[src/rtl/chunky_to_planar_encoder_top_assert.svh]
// ---------------------------------------------------------------------------
// Assertion macros for the chunky-to-planar encoder.
// Builds with ASSERT_OFF defined get empty macros.
// ---------------------------------------------------------------------------
`ifndef CHUNKY_TO_PLANAR_ENCODER_TOP_ASSERT_SVH
`define CHUNKY_TO_PLANAR_ENCODER_TOP_ASSERT_SVH

`ifndef ASSERT_OFF
`define C2P_ASSERT(lbl, clk, rst_n, prop) \
  lbl: assert property (@(posedge clk) disable iff (!rst_n) (prop)) \
    else $error("%m: check failed");
`define C2P_ASSERT_IMP(lbl, clk, rst_n, ante, cons) \
  lbl: assert property (@(posedge clk) disable iff (!rst_n) (ante) |-> (cons)) \
    else $error("%m: implication failed");
`define C2P_ASSERT_NEXT(lbl, clk, rst_n, ante, cons) \
  lbl: assert property (@(posedge clk) disable iff (!rst_n) (ante) |=> (cons)) \
    else $error("%m: next-cycle check failed");
`else
`define C2P_ASSERT(lbl, clk, rst_n, prop)
`define C2P_ASSERT_IMP(lbl, clk, rst_n, ante, cons)
`define C2P_ASSERT_NEXT(lbl, clk, rst_n, ante, cons)
`endif

`endif

[src/rtl/c2p_pkg.sv]
// ---------------------------------------------------------------------------
// c2p_pkg
// Shared types and constants of the chunky-to-planar encoder.
// ---------------------------------------------------------------------------
package c2p_pkg;

  localparam int PIX_W    = 8;
  localparam int WORD_W   = 16;
  localparam int PLANE_W  = 3;
  localparam int ROW_W    = 10;
  localparam int WPOS_W   = 6;
  localparam int CFG_IDX_W  = 2;
  localparam int CFG_DATA_W = 11;

  // Group queue depth between the front and the back.
  localparam int Q_DEPTH = 2;

  localparam logic [CFG_IDX_W-1:0] REG_PLANE_COUNT = 2'd0;
  localparam logic [CFG_IDX_W-1:0] REG_ROW_WIDTH   = 2'd1;
  localparam logic [CFG_IDX_W-1:0] REG_IMAGE_ROWS  = 2'd2;

  localparam logic [3:0]  PLANES_RST = 4'd4;
  localparam logic [10:0] WIDTH_RST  = 11'd320;
  localparam logic [10:0] ROWS_RST   = 11'd256;

  // Description of one completed group of plane words.
  typedef struct packed {
    logic [PLANE_W-1:0] last_plane;
    logic [ROW_W-1:0]   row;
    logic [WPOS_W-1:0]  word;
    logic               frame_end;
  } c2p_tag_t;

endpackage

[src/rtl/c2p_ifs.sv]
// ---------------------------------------------------------------------------
// c2p channel interfaces
// Pixel input, plane word output and register write channels.
// ---------------------------------------------------------------------------
interface c2p_pixel_if import c2p_pkg::*; ();
  logic             valid;
  logic             ready;
  logic [PIX_W-1:0] pixel_index;
  modport source (output valid, output pixel_index, input ready);
  modport sink   (input valid, input pixel_index, output ready);
endinterface

interface c2p_word_if import c2p_pkg::*; ();
  logic               valid;
  logic               ready;
  logic [WORD_W-1:0]  plane_word;
  logic [PLANE_W-1:0] plane_number;
  logic [ROW_W-1:0]   row_number;
  logic [WPOS_W-1:0]  word_in_row;
  logic               last_of_group;
  logic               frame_done;
  modport source (output valid, output plane_word, output plane_number,
                  output row_number, output word_in_row, output last_of_group,
                  output frame_done, input ready);
  modport sink   (input valid, input plane_word, input plane_number,
                  input row_number, input word_in_row, input last_of_group,
                  input frame_done, output ready);
endinterface

interface c2p_cfg_if import c2p_pkg::*; ();
  logic                  valid;
  logic                  ready;
  logic [CFG_IDX_W-1:0]  index;
  logic [CFG_DATA_W-1:0] data;
  modport source (output valid, output index, output data, input ready);
  modport sink   (input valid, input index, input data, output ready);
endinterface

[src/rtl/c2p_front.sv]
// ---------------------------------------------------------------------------
// c2p_front
// Holds the registers, clamps each pixel, shifts its bits into the plane
// accumulators and hands every completed group to the queue.
// ---------------------------------------------------------------------------
module c2p_front import c2p_pkg::*; #(
  parameter int MAX_PLANES = 8,
  parameter int MAX_WIDTH  = 1024,
  parameter int MAX_HEIGHT = 1024
) (
  input  logic                            clk,
  input  logic                            rst_n,
  c2p_pixel_if.sink                       in_px,
  c2p_cfg_if.sink                         cfg_wr,
  input  logic                            q_full,
  output logic                            push_valid,
  output logic [MAX_PLANES-1:0][WORD_W-1:0] push_words,
  output c2p_tag_t                        push_tag
);

  localparam int CW  = $clog2(MAX_WIDTH);
  localparam int WCW = ($clog2(MAX_WIDTH + 1) > 11) ? $clog2(MAX_WIDTH + 1) : 11;
  localparam int RW  = (MAX_HEIGHT > 1) ? $clog2(MAX_HEIGHT) : 1;
  localparam int RCW = ($clog2(MAX_HEIGHT + 1) > 11) ? $clog2(MAX_HEIGHT + 1) : 11;

  logic [3:0]  planes_r;
  logic [10:0] width_r;
  logic [10:0] rows_r;

  logic [MAX_PLANES-1:0][WORD_W-1:0] acc_r, acc_nxt;
  logic [CW-1:0] col_r, col_nxt;
  logic [RW-1:0] row_r, row_nxt;

  logic [3:0]     planes_eff;
  logic [WCW-1:0] width_ext, width_eff, col_inc;
  logic [RCW-1:0] rows_ext, rows_eff, row_inc;
  logic [8:0]     one_sh;
  logic [PIX_W-1:0] idx_mask, idx_clamped;
  logic [WORD_W-1:0] bit_sel;
  logic [MAX_PLANES-1:0][WORD_W-1:0] acc_hit;
  logic end_row, end_frame, emit_now, in_fire, cfg_hit;

  // Effective limits; zero acts as one and large values saturate.
  always_comb begin
    if (planes_r == 4'd0) begin
      planes_eff = 4'd1;
    end else if (planes_r > 4'(MAX_PLANES)) begin
      planes_eff = 4'(MAX_PLANES);
    end else begin
      planes_eff = planes_r;
    end
    width_ext = WCW'(width_r);
    if (width_ext == '0) begin
      width_eff = WCW'(1);
    end else if (width_ext > WCW'(MAX_WIDTH)) begin
      width_eff = WCW'(MAX_WIDTH);
    end else begin
      width_eff = width_ext;
    end
    rows_ext = RCW'(rows_r);
    if (rows_ext == '0) begin
      rows_eff = RCW'(1);
    end else if (rows_ext > RCW'(MAX_HEIGHT)) begin
      rows_eff = RCW'(MAX_HEIGHT);
    end else begin
      rows_eff = rows_ext;
    end
  end

  assign col_inc   = WCW'(col_r) + WCW'(1);
  assign row_inc   = RCW'(row_r) + RCW'(1);
  assign end_row   = col_inc >= width_eff;
  assign end_frame = end_row && (row_inc >= rows_eff);
  assign emit_now  = end_row || (col_inc[3:0] == 4'd0);

  // An index above the plane range saturates to all ones in that range.
  assign one_sh      = 9'd1 << planes_eff;
  assign idx_mask    = PIX_W'(one_sh - 9'd1);
  assign idx_clamped = ((in_px.pixel_index & ~idx_mask) != '0) ? idx_mask
                                                                : (in_px.pixel_index & idx_mask);
  assign bit_sel     = 16'h8000 >> col_r[3:0];

  for (genvar p = 0; p < MAX_PLANES; p++) begin : g_acc
    assign acc_hit[p] = acc_r[p] | (idx_clamped[p] ? bit_sel : '0);
  end

  assign in_px.ready = !(emit_now && q_full);
  assign cfg_wr.ready = 1'b1;
  assign in_fire = in_px.valid && in_px.ready;
  assign cfg_hit = cfg_wr.valid && (cfg_wr.index == REG_PLANE_COUNT ||
                                    cfg_wr.index == REG_ROW_WIDTH ||
                                    cfg_wr.index == REG_IMAGE_ROWS);

  assign push_valid          = in_fire && emit_now;
  assign push_words          = acc_hit;
  assign push_tag.last_plane = PLANE_W'(planes_eff - 4'd1);
  assign push_tag.row        = ROW_W'(row_r);
  assign push_tag.word       = WPOS_W'(col_r >> 4);
  assign push_tag.frame_end  = end_frame;

  always_comb begin
    acc_nxt = acc_r;
    col_nxt = col_r;
    row_nxt = row_r;
    if (cfg_hit) begin
      acc_nxt = '0;
      col_nxt = '0;
      row_nxt = '0;
    end else if (in_fire) begin
      acc_nxt = emit_now ? '0 : acc_hit;
      if (end_row) begin
        col_nxt = '0;
        row_nxt = end_frame ? '0 : RW'(row_inc);
      end else begin
        col_nxt = CW'(col_inc);
      end
    end
  end

  always_ff @(posedge clk) begin
    if (!rst_n) begin
      planes_r <= PLANES_RST;
      width_r  <= WIDTH_RST;
      rows_r   <= ROWS_RST;
      acc_r    <= '0;
      col_r    <= '0;
      row_r    <= '0;
    end else begin
      acc_r <= acc_nxt;
      col_r <= col_nxt;
      row_r <= row_nxt;
      if (cfg_wr.valid) begin
        case (cfg_wr.index)
          REG_PLANE_COUNT: planes_r <= cfg_wr.data[3:0];
          REG_ROW_WIDTH:   width_r  <= cfg_wr.data;
          REG_IMAGE_ROWS:  rows_r   <= cfg_wr.data;
          default: ;
        endcase
      end
    end
  end

endmodule

[src/rtl/c2p_queue.sv]
// ---------------------------------------------------------------------------
// c2p_queue
// Short queue of completed groups between the front and the back.
// ---------------------------------------------------------------------------
module c2p_queue import c2p_pkg::*; #(
  parameter int MAX_PLANES = 8
) (
  input  logic                              clk,
  input  logic                              rst_n,
  input  logic                              push_valid,
  input  logic [MAX_PLANES-1:0][WORD_W-1:0] push_words,
  input  c2p_tag_t                          push_tag,
  input  logic                              pop,
  output logic                              full,
  output logic                              empty,
  output logic [MAX_PLANES-1:0][WORD_W-1:0] head_words,
  output c2p_tag_t                          head_tag
);

  localparam int PTR_W = (Q_DEPTH > 1) ? $clog2(Q_DEPTH) : 1;
  localparam int CNT_W = $clog2(Q_DEPTH + 1);

  logic [MAX_PLANES-1:0][WORD_W-1:0] words_r [Q_DEPTH];
  c2p_tag_t                          tag_r   [Q_DEPTH];
  logic [PTR_W-1:0] wr_ptr_r, rd_ptr_r;
  logic [CNT_W-1:0] count_r;

  assign full       = count_r == CNT_W'(Q_DEPTH);
  assign empty      = count_r == '0;
  assign head_words = words_r[rd_ptr_r];
  assign head_tag   = tag_r[rd_ptr_r];

  always_ff @(posedge clk) begin
    if (push_valid) begin
      words_r[wr_ptr_r] <= push_words;
      tag_r[wr_ptr_r]   <= push_tag;
    end
  end

  always_ff @(posedge clk) begin
    if (!rst_n) begin
      wr_ptr_r <= '0;
      rd_ptr_r <= '0;
      count_r  <= '0;
    end else begin
      if (push_valid) begin
        wr_ptr_r <= (wr_ptr_r == PTR_W'(Q_DEPTH - 1)) ? '0 : wr_ptr_r + 1'b1;
      end
      if (pop) begin
        rd_ptr_r <= (rd_ptr_r == PTR_W'(Q_DEPTH - 1)) ? '0 : rd_ptr_r + 1'b1;
      end
      case ({push_valid, pop})
        2'b10:   count_r <= count_r + 1'b1;
        2'b01:   count_r <= count_r - 1'b1;
        default: count_r <= count_r;
      endcase
    end
  end

endmodule

[src/rtl/c2p_back.sv]
// ---------------------------------------------------------------------------
// c2p_back
// Walks the planes of the group at the queue head and sends one plane
// word per cycle through the output register while out_wd is ready.
// ---------------------------------------------------------------------------
module c2p_back import c2p_pkg::*; #(
  parameter int MAX_PLANES = 8
) (
  input  logic                              clk,
  input  logic                              rst_n,
  input  logic                              empty,
  input  logic [MAX_PLANES-1:0][WORD_W-1:0] head_words,
  input  c2p_tag_t                          head_tag,
  output logic                              pop,
  c2p_word_if.source                        out_wd
);

  localparam int PW = (MAX_PLANES > 1) ? $clog2(MAX_PLANES) : 1;

  logic [PW-1:0] plane_r, plane_nxt;
  logic          valid_r, valid_nxt;
  logic [WORD_W-1:0]  word_r;
  logic [PLANE_W-1:0] num_r;
  logic [ROW_W-1:0]   row_r;
  logic [WPOS_W-1:0]  wpos_r;
  logic               last_r, done_r;
  logic can_load, load, is_last;

  assign can_load = !valid_r || out_wd.ready;
  assign load     = !empty && can_load;
  assign is_last  = PLANE_W'(plane_r) == head_tag.last_plane;
  assign pop      = load && is_last;

  always_comb begin
    plane_nxt = plane_r;
    valid_nxt = valid_r;
    if (load) begin
      valid_nxt = 1'b1;
      plane_nxt = is_last ? '0 : plane_r + 1'b1;
    end else if (out_wd.ready) begin
      valid_nxt = 1'b0;
    end
  end

  always_ff @(posedge clk) begin
    if (!rst_n) begin
      plane_r <= '0;
      valid_r <= 1'b0;
    end else begin
      plane_r <= plane_nxt;
      valid_r <= valid_nxt;
    end
  end

  always_ff @(posedge clk) begin
    if (load) begin
      word_r <= head_words[plane_r];
      num_r  <= PLANE_W'(plane_r);
      row_r  <= head_tag.row;
      wpos_r <= head_tag.word;
      last_r <= is_last;
      done_r <= is_last && head_tag.frame_end;
    end
  end

  assign out_wd.valid         = valid_r;
  assign out_wd.plane_word    = word_r;
  assign out_wd.plane_number  = num_r;
  assign out_wd.row_number    = row_r;
  assign out_wd.word_in_row   = wpos_r;
  assign out_wd.last_of_group = last_r;
  assign out_wd.frame_done    = done_r;

endmodule

[src/rtl/chunky_to_planar_encoder_top.sv]
// ---------------------------------------------------------------------------
// chunky_to_planar_encoder_top
// Turns a raster stream of color indexes into 16-pixel bitplane words.
// ---------------------------------------------------------------------------
//  channel   direction  carries
//  in_px     sink       pixel_index, one word per pixel
//  out_wd    source     plane_word with plane, row, word position and flags
//  cfg_wr    sink       register index and write data
//
//  The front takes one pixel per cycle; each completed group queues one
//  entry, and the back sends its words at one per cycle while out_wd is
//  ready. A completing pixel waits while the two-entry group queue is
//  full; other pixels are taken regardless of output stalls. Sustained
//  rate is one pixel a cycle while groups average at least as many
//  pixels as there are planes. Reset restores register defaults and
//  clears accumulators and counters; a config write clears only those.
// ---------------------------------------------------------------------------
`include "chunky_to_planar_encoder_top_assert.svh"

module chunky_to_planar_encoder_top import c2p_pkg::*; #(
  parameter int MAX_PLANES = 8,
  parameter int MAX_WIDTH  = 1024,
  parameter int MAX_HEIGHT = 1024
) (
  input  logic       clk,
  input  logic       rst_n,
  c2p_pixel_if.sink  in_px,
  c2p_word_if.source out_wd,
  c2p_cfg_if.sink    cfg_wr
);

  logic                              q_push, q_pop, q_full, q_empty;
  logic [MAX_PLANES-1:0][WORD_W-1:0] push_words, head_words;
  c2p_tag_t                          push_tag, head_tag;

  c2p_front #(
    .MAX_PLANES (MAX_PLANES),
    .MAX_WIDTH  (MAX_WIDTH),
    .MAX_HEIGHT (MAX_HEIGHT)
  ) u_front (
    .clk        (clk),
    .rst_n      (rst_n),
    .in_px      (in_px),
    .cfg_wr     (cfg_wr),
    .q_full     (q_full),
    .push_valid (q_push),
    .push_words (push_words),
    .push_tag   (push_tag)
  );

  c2p_queue #(
    .MAX_PLANES (MAX_PLANES)
  ) u_queue (
    .clk        (clk),
    .rst_n      (rst_n),
    .push_valid (q_push),
    .push_words (push_words),
    .push_tag   (push_tag),
    .pop        (q_pop),
    .full       (q_full),
    .empty      (q_empty),
    .head_words (head_words),
    .head_tag   (head_tag)
  );

  c2p_back #(
    .MAX_PLANES (MAX_PLANES)
  ) u_back (
    .clk        (clk),
    .rst_n      (rst_n),
    .empty      (q_empty),
    .head_words (head_words),
    .head_tag   (head_tag),
    .pop        (q_pop),
    .out_wd     (out_wd)
  );

  // The front must never complete a group into a full queue.
  `C2P_ASSERT(a_no_overflow, clk, rst_n, !(q_push && q_full))
  `C2P_ASSERT(a_pop_nonempty, clk, rst_n, !(q_pop && q_empty))
  `C2P_ASSERT_NEXT(a_push_fills, clk, rst_n, q_push, !q_empty)
  `C2P_ASSERT_IMP(a_done_is_last, clk, rst_n, out_wd.valid && out_wd.frame_done, out_wd.last_of_group)

endmodule
[src/flat_wrapper.sv]
// flat-port wrapper written by rule: the top's interface ports become plain ports
module chunky_to_planar_encoder_top_flat import c2p_pkg::*;
#(
  parameter int MAX_PLANES = 8,
  parameter int MAX_WIDTH  = 1024,
  parameter int MAX_HEIGHT = 1024
)
  (clk, rst_n, in_px_valid, in_px_pixel_index, in_px_ready, out_wd_valid, out_wd_plane_word, out_wd_plane_number, out_wd_row_number, out_wd_word_in_row, out_wd_last_of_group, out_wd_frame_done, out_wd_ready, cfg_wr_valid, cfg_wr_index, cfg_wr_data, cfg_wr_ready);
  c2p_pixel_if in_px_i ();
  c2p_word_if out_wd_i ();
  c2p_cfg_if cfg_wr_i ();
  input  logic clk;
  input  logic rst_n;
  input wire logic [$bits(in_px_i.valid)-1:0] in_px_valid;
  input wire logic [$bits(in_px_i.pixel_index)-1:0] in_px_pixel_index;
  output wire logic [$bits(in_px_i.ready)-1:0] in_px_ready;
  output wire logic [$bits(out_wd_i.valid)-1:0] out_wd_valid;
  output wire logic [$bits(out_wd_i.plane_word)-1:0] out_wd_plane_word;
  output wire logic [$bits(out_wd_i.plane_number)-1:0] out_wd_plane_number;
  output wire logic [$bits(out_wd_i.row_number)-1:0] out_wd_row_number;
  output wire logic [$bits(out_wd_i.word_in_row)-1:0] out_wd_word_in_row;
  output wire logic [$bits(out_wd_i.last_of_group)-1:0] out_wd_last_of_group;
  output wire logic [$bits(out_wd_i.frame_done)-1:0] out_wd_frame_done;
  input wire logic [$bits(out_wd_i.ready)-1:0] out_wd_ready;
  input wire logic [$bits(cfg_wr_i.valid)-1:0] cfg_wr_valid;
  input wire logic [$bits(cfg_wr_i.index)-1:0] cfg_wr_index;
  input wire logic [$bits(cfg_wr_i.data)-1:0] cfg_wr_data;
  output wire logic [$bits(cfg_wr_i.ready)-1:0] cfg_wr_ready;
  assign in_px_i.valid = in_px_valid;
  assign in_px_i.pixel_index = in_px_pixel_index;
  assign in_px_ready = in_px_i.ready;
  assign out_wd_valid = out_wd_i.valid;
  assign out_wd_plane_word = out_wd_i.plane_word;
  assign out_wd_plane_number = out_wd_i.plane_number;
  assign out_wd_row_number = out_wd_i.row_number;
  assign out_wd_word_in_row = out_wd_i.word_in_row;
  assign out_wd_last_of_group = out_wd_i.last_of_group;
  assign out_wd_frame_done = out_wd_i.frame_done;
  assign out_wd_i.ready = out_wd_ready;
  assign cfg_wr_i.valid = cfg_wr_valid;
  assign cfg_wr_i.index = cfg_wr_index;
  assign cfg_wr_i.data = cfg_wr_data;
  assign cfg_wr_ready = cfg_wr_i.ready;
  chunky_to_planar_encoder_top #(.MAX_PLANES(MAX_PLANES), .MAX_WIDTH(MAX_WIDTH), .MAX_HEIGHT(MAX_HEIGHT)) u_core (.clk(clk), .rst_n(rst_n), .in_px(in_px_i), .out_wd(out_wd_i), .cfg_wr(cfg_wr_i));
endmodule
[config.mk]
export PLATFORM = sky130hd
export DESIGN_NAME = chunky_to_planar_encoder_top_flat
export DESIGN_NICKNAME = d
export VERILOG_FILES = /design/src/rtl/c2p_pkg.sv /design/src/rtl/c2p_ifs.sv /design/src/rtl/c2p_front.sv /design/src/rtl/c2p_queue.sv /design/src/rtl/c2p_back.sv /design/src/rtl/chunky_to_planar_encoder_top.sv /design/src/flat_wrapper.sv
export VERILOG_INCLUDE_DIRS = /design/src /design/src/rtl
export SDC_FILE = /design/constraint.sdc
export NUM_CORES = 1
export LEC_CHECK = 0
export ABC_AREA = 0
export BUFFER_PORTS_ARGS = -buffer_cell sky130_fd_sc_hd__buf_2
export CORE_ASPECT_RATIO = 1.1
export CORE_MARGIN = 1
export CORE_UTILIZATION = 40
export DETAILED_ROUTE_END_ITERATION = 16
export GPL_ROUTABILITY_DRIVEN = 1
export PLACE_DENSITY = 0.6
export SLEW_MARGIN = 20
export SYNTH_ARGS = -nofsm -noshare
export SYNTH_HDL_FRONTEND = slang
export SYNTH_SLANG_ARGS = --single-unit
[constraint.sdc]
create_clock -name clk -period 31.5 [get_ports clk]
set_input_delay 6.3 -clock clk [delete_from_list [all_inputs] [get_ports clk]]
set_output_delay 6.3 -clock clk [all_outputs]
set_load 0.02 [all_outputs]
==> impl_metrics.csv <==
group,metric,value,unit
detailed_routing,vias_per_cell,5.66,
grt,top_usage_layer,"met2",
setup_path,arrival,3.47,ns
floorplanning,dieWidth,222,um
grt,use_met1,23.3,%
timing,worst_slew_pin_slew,1.11,ns
layout,fin_area,23900,sq um
clocking,ctsResizeCount,0,
synthesis,ys_seq_elements,516,
setup_path,cp.buffers_inverters,1,
detailed_routing,drt-total-wl,49.4,mm
timing,setup_viol,0,
power,seqPwrFrac,52.2,%
run,cap_violations,0,
setup_path,cp_data_required_time,25.20,ns
place,port_buffers,64,
synthesis,yosys_warnings,0,
setup_path,worstPathCellList,"and2_1 > nand4_1 > xnor2_1 > ha_1 > and2_0 > a221o_1 > a41o_1 > a211o_1 > nand2_1 > buf_2",
synthesis,synth_edf_count,333,
timing,fin_crit_sh,31.0,%
timing,max_freq,0.102,GHz
synthesis,synth.most_common_cell,"edfxtp_1",
timing,setup_ws,21.73,ns
layout,drive_above_1_share,19.2,%
synthesis,synth_commonest_cells,"edfxtp_1 (333), dfxtp_1 (183), o21bai_1 (128), a22o_1 (100), nand2_1 (88)",
synthesis,syn_nets,1495,
clocking,clkTransAtPathRegs,0.06,ns
detailed_routing,dr.pass1.iters,5,
setup_path,regToRegStartpoint,"u_core.u_front.col_r[3]",
detailed_routing,antenna_left,0,
clocking,cts_buffers,50,
timing,slew_violations,0,
place,gp_routability_congestion,0.800,
timing,maxSlewHeadroom,26.1,%
synthesis,syn_inst,1431,
grt,grt_max_degree,145,
layout,fin_nets,1535,
floorplanning,rows,88,
setup_path,cp-startpoint,"u_core.u_front.col_r[3]",
synthesis,ys_top_cells_by_area,"edfxtp_1 (47%), dfxtp_1 (17%), mux4_2 (8.5%)",
grt,grt_pass1_vias,12900,
setup_path,cp_max_fo,13,
setup_path,critical-path-slowest-cell,"dfxtp_1",
synthesis,yosys.area.top_type,"edfxtp_1",
grt,antenna_found_initial,2,
setup_path,max_stage_delay,0.55,ns
detailed_routing,drt_iter0_drc,662,
power,switching_share,22.2,%
worst_hold_path,worstHoldStart,"u_core.u_front.acc_r[93]",
timing,post-route-min-period,9.77,ns
synthesis,synth.top_cell.area_share,47.1,%
floorplanning,core-area,52400,sq um
power,p_clk_share,43.1,%
power,p_leak,0.00828,uW
layout,syn_to_final_growth,12.6,%
clocking,htree_levels,2,
timing,fin_setup_tns,0,ns
setup_path,r2r_slack,25.97,ns
floorplanning,die_h,244,um
clocking,worstSkewPairLatency,0.60,ns
power,combPwrFrac,4.8,%
synthesis,async_flop_share,0,%
place,dp_hpwl,29.0,mm
outcome,outcome,"finished, final reports clean",
setup_path,cp_top_family,"compound AO/OA/AOI/OAI gates",
power,p_switching,307,uW
floorplanning,start_util,40.5,%
clocking,post_cts_buffers,0,
synthesis,syn_area_per_cell,14.8,sq um
detailed_routing,wl_per_cell,22.6,um
setup_path,critical_path_class,"flop to primary output",
grt,grt.total_usage,18.6,%
clocking,clk_path_buf_depth,3,
setup_path,worstSetupStartpointType,"flop",
setup_path,crit_path_end_kind,"primary output",
power,power.density,57.9,nW/um^2
grt,overflow,0,
synthesis,synth_ff_type,"edfxtp_1",
clocking,ctsHoldBuffers,0,
layout,stdcell_count,2188,
clocking,cts_root_buffer,"clkbuf_16",
grt,grt_pass1_wl,76.7,mm
detailed_routing,drc,0,
clocking,cts.sinks,516,
timing,finalClockSkew,0.0188,ns
grt,gr-usage-met3,3.20,%
place,dpl_worst_slack,22.16,ns
grt,met2_usage,32.3,%
place,place_area,22200,sq um
power,p_int,1080,uW
synthesis,ys_seq_area_share,64.4,%
power,vdd_drop_max,0.0000423,V
floorplanning,io_pins,66,
timing,rsz0062_at_grt,"no",
place,placed_cells,2094,
timing,hold_violations,0,
detailed_routing,vias,12400,
synthesis,synth_cell_types,70,
synthesis,syn_area,21200,sq um
worst_hold_path,worstHoldPathType,"flop to flop",
floorplanning,dieArea,54000,sq um
layout,fillerInstances,4659,
clocking,tritoncts,"yes",
## cells by family (layout without fill, tap and decap cells)
logic type                 count (synthesis)  in the layout  synth area share, %
DFF                                      516            516                 64.4
AOI/OAI and AO/OA                        375            375                 13.9
and+or+nand+nor                          247            247                 5.97
muxes                                    116            116                 10.3
buffers and inverters                    114            195                 2.20
adders and majority gates                 38             38                 2.24
xor gates and xnor gates                  24             24                0.991
other                                      1              2               0.0177
## placed cells by master (no fill, tap or decap), drive strengths merged, types with 24 or more instances in the layout
master,n
nand2,88
nor2,24
dfxtp,183
ha,38
nor3,24
mux4,80
buf,88
edfxtp,333
nor2b,26
clkbuf,69
o21bai,130
a22o,100
a21oi,24
o21a,29
## power by group through the flow
stage	logic (uW)	clock network (uW)	registers (uW)
floorplan	39.1	0	736
global placement	64.9	0	735
detailed placement	65.8	0	736
CTS	66.1	609	721
global route	70.2	632	721
finish	66.2	595	721
## state kept, by name, summed over array words and instances, names as in the netlist, named ones only
name / count
u_core.u_back.plane_r: 3
u_core.u_front.acc_r: 128
u_core.u_front.row_r: 10
u_core.u_queue.count_r: 2
u_core.u_back.out_wd.plane_word: 16
u_core.u_front.col_r: 10
u_core.u_queue.rd_ptr_r: 1
u_core.u_back.out_wd.word_in_row: 6
u_core.u_back.out_wd.last_of_group: 1
u_core.u_front.rows_ext: 11
u_core.u_back.out_wd.frame_done: 1
u_core.u_queue.tag_r: 40
u_core.u_back.out_wd.row_number: 10
u_core.u_queue.words_r: 256
u_core.u_queue.wr_ptr_r: 1
u_core.u_back.out_wd.plane_number: 3
u_core.u_front.planes_r: 4
u_core.u_back.out_wd.valid: 1
u_core.u_front.width_ext: 11
## final cells by class
class	instances	area, sq um	share of cell area, %
sequential	516	13700	57.2
multi-input combinational	801	7150	29.9
clock buffer	69	1410	5.92
tap	675	845	3.54
timing repair buffer	88	520	2.18
clock inverter	24	231	0.969
inverter	14	52.6	0.220
antenna	1	2.50	0.0105
## through the flow
stage	hold slack (ns)	utilization [%]	power [uW]
6_report	0.459	45.6	1380
5_1_grt	0.472	45.6	1420
4_1_cts	0.462	45.6	1400
3_5_place_dp	0.449	42.4	801
3_3_place_gp	0.441	42.4	800
2_1_floorplan	0.406	-	775
## worst reg2reg max path, stage by stage (launching register included)
cell and delay [ns]:
dfxtp_1 0.55, and2_1 0.29, nand4_1 0.24, nor2_1 0.32, xor2_1 0.13, ha_1 0.32, a21oi_1 0.06, o21ai_0 0.48
a211o_1 0.20, buf_4 0.32, and3_4 0.66, buf_4 0.84, buf_4 0.72
## worst paths after layout
| kind | endpoint | cells past startpoint |
|---|---|---|
| max | in_px_ready | 10 |
| min reg2reg | u_core.u_front.acc_r[93] | 1 |
| min | u_core.u_front.acc_r[93] | 1 |
| max reg2reg | u_core.u_queue.words_r[1][122] | 12 |
## metal layers
metal / routed length (um) / part of all wire (%)
met5: 11 / 0.022
met4: 1360 / 2.8
met3: 2480 / 5.0
met2: 24800 / 50
met1: 20800 / 42
(Power assumes the default switching activity.)
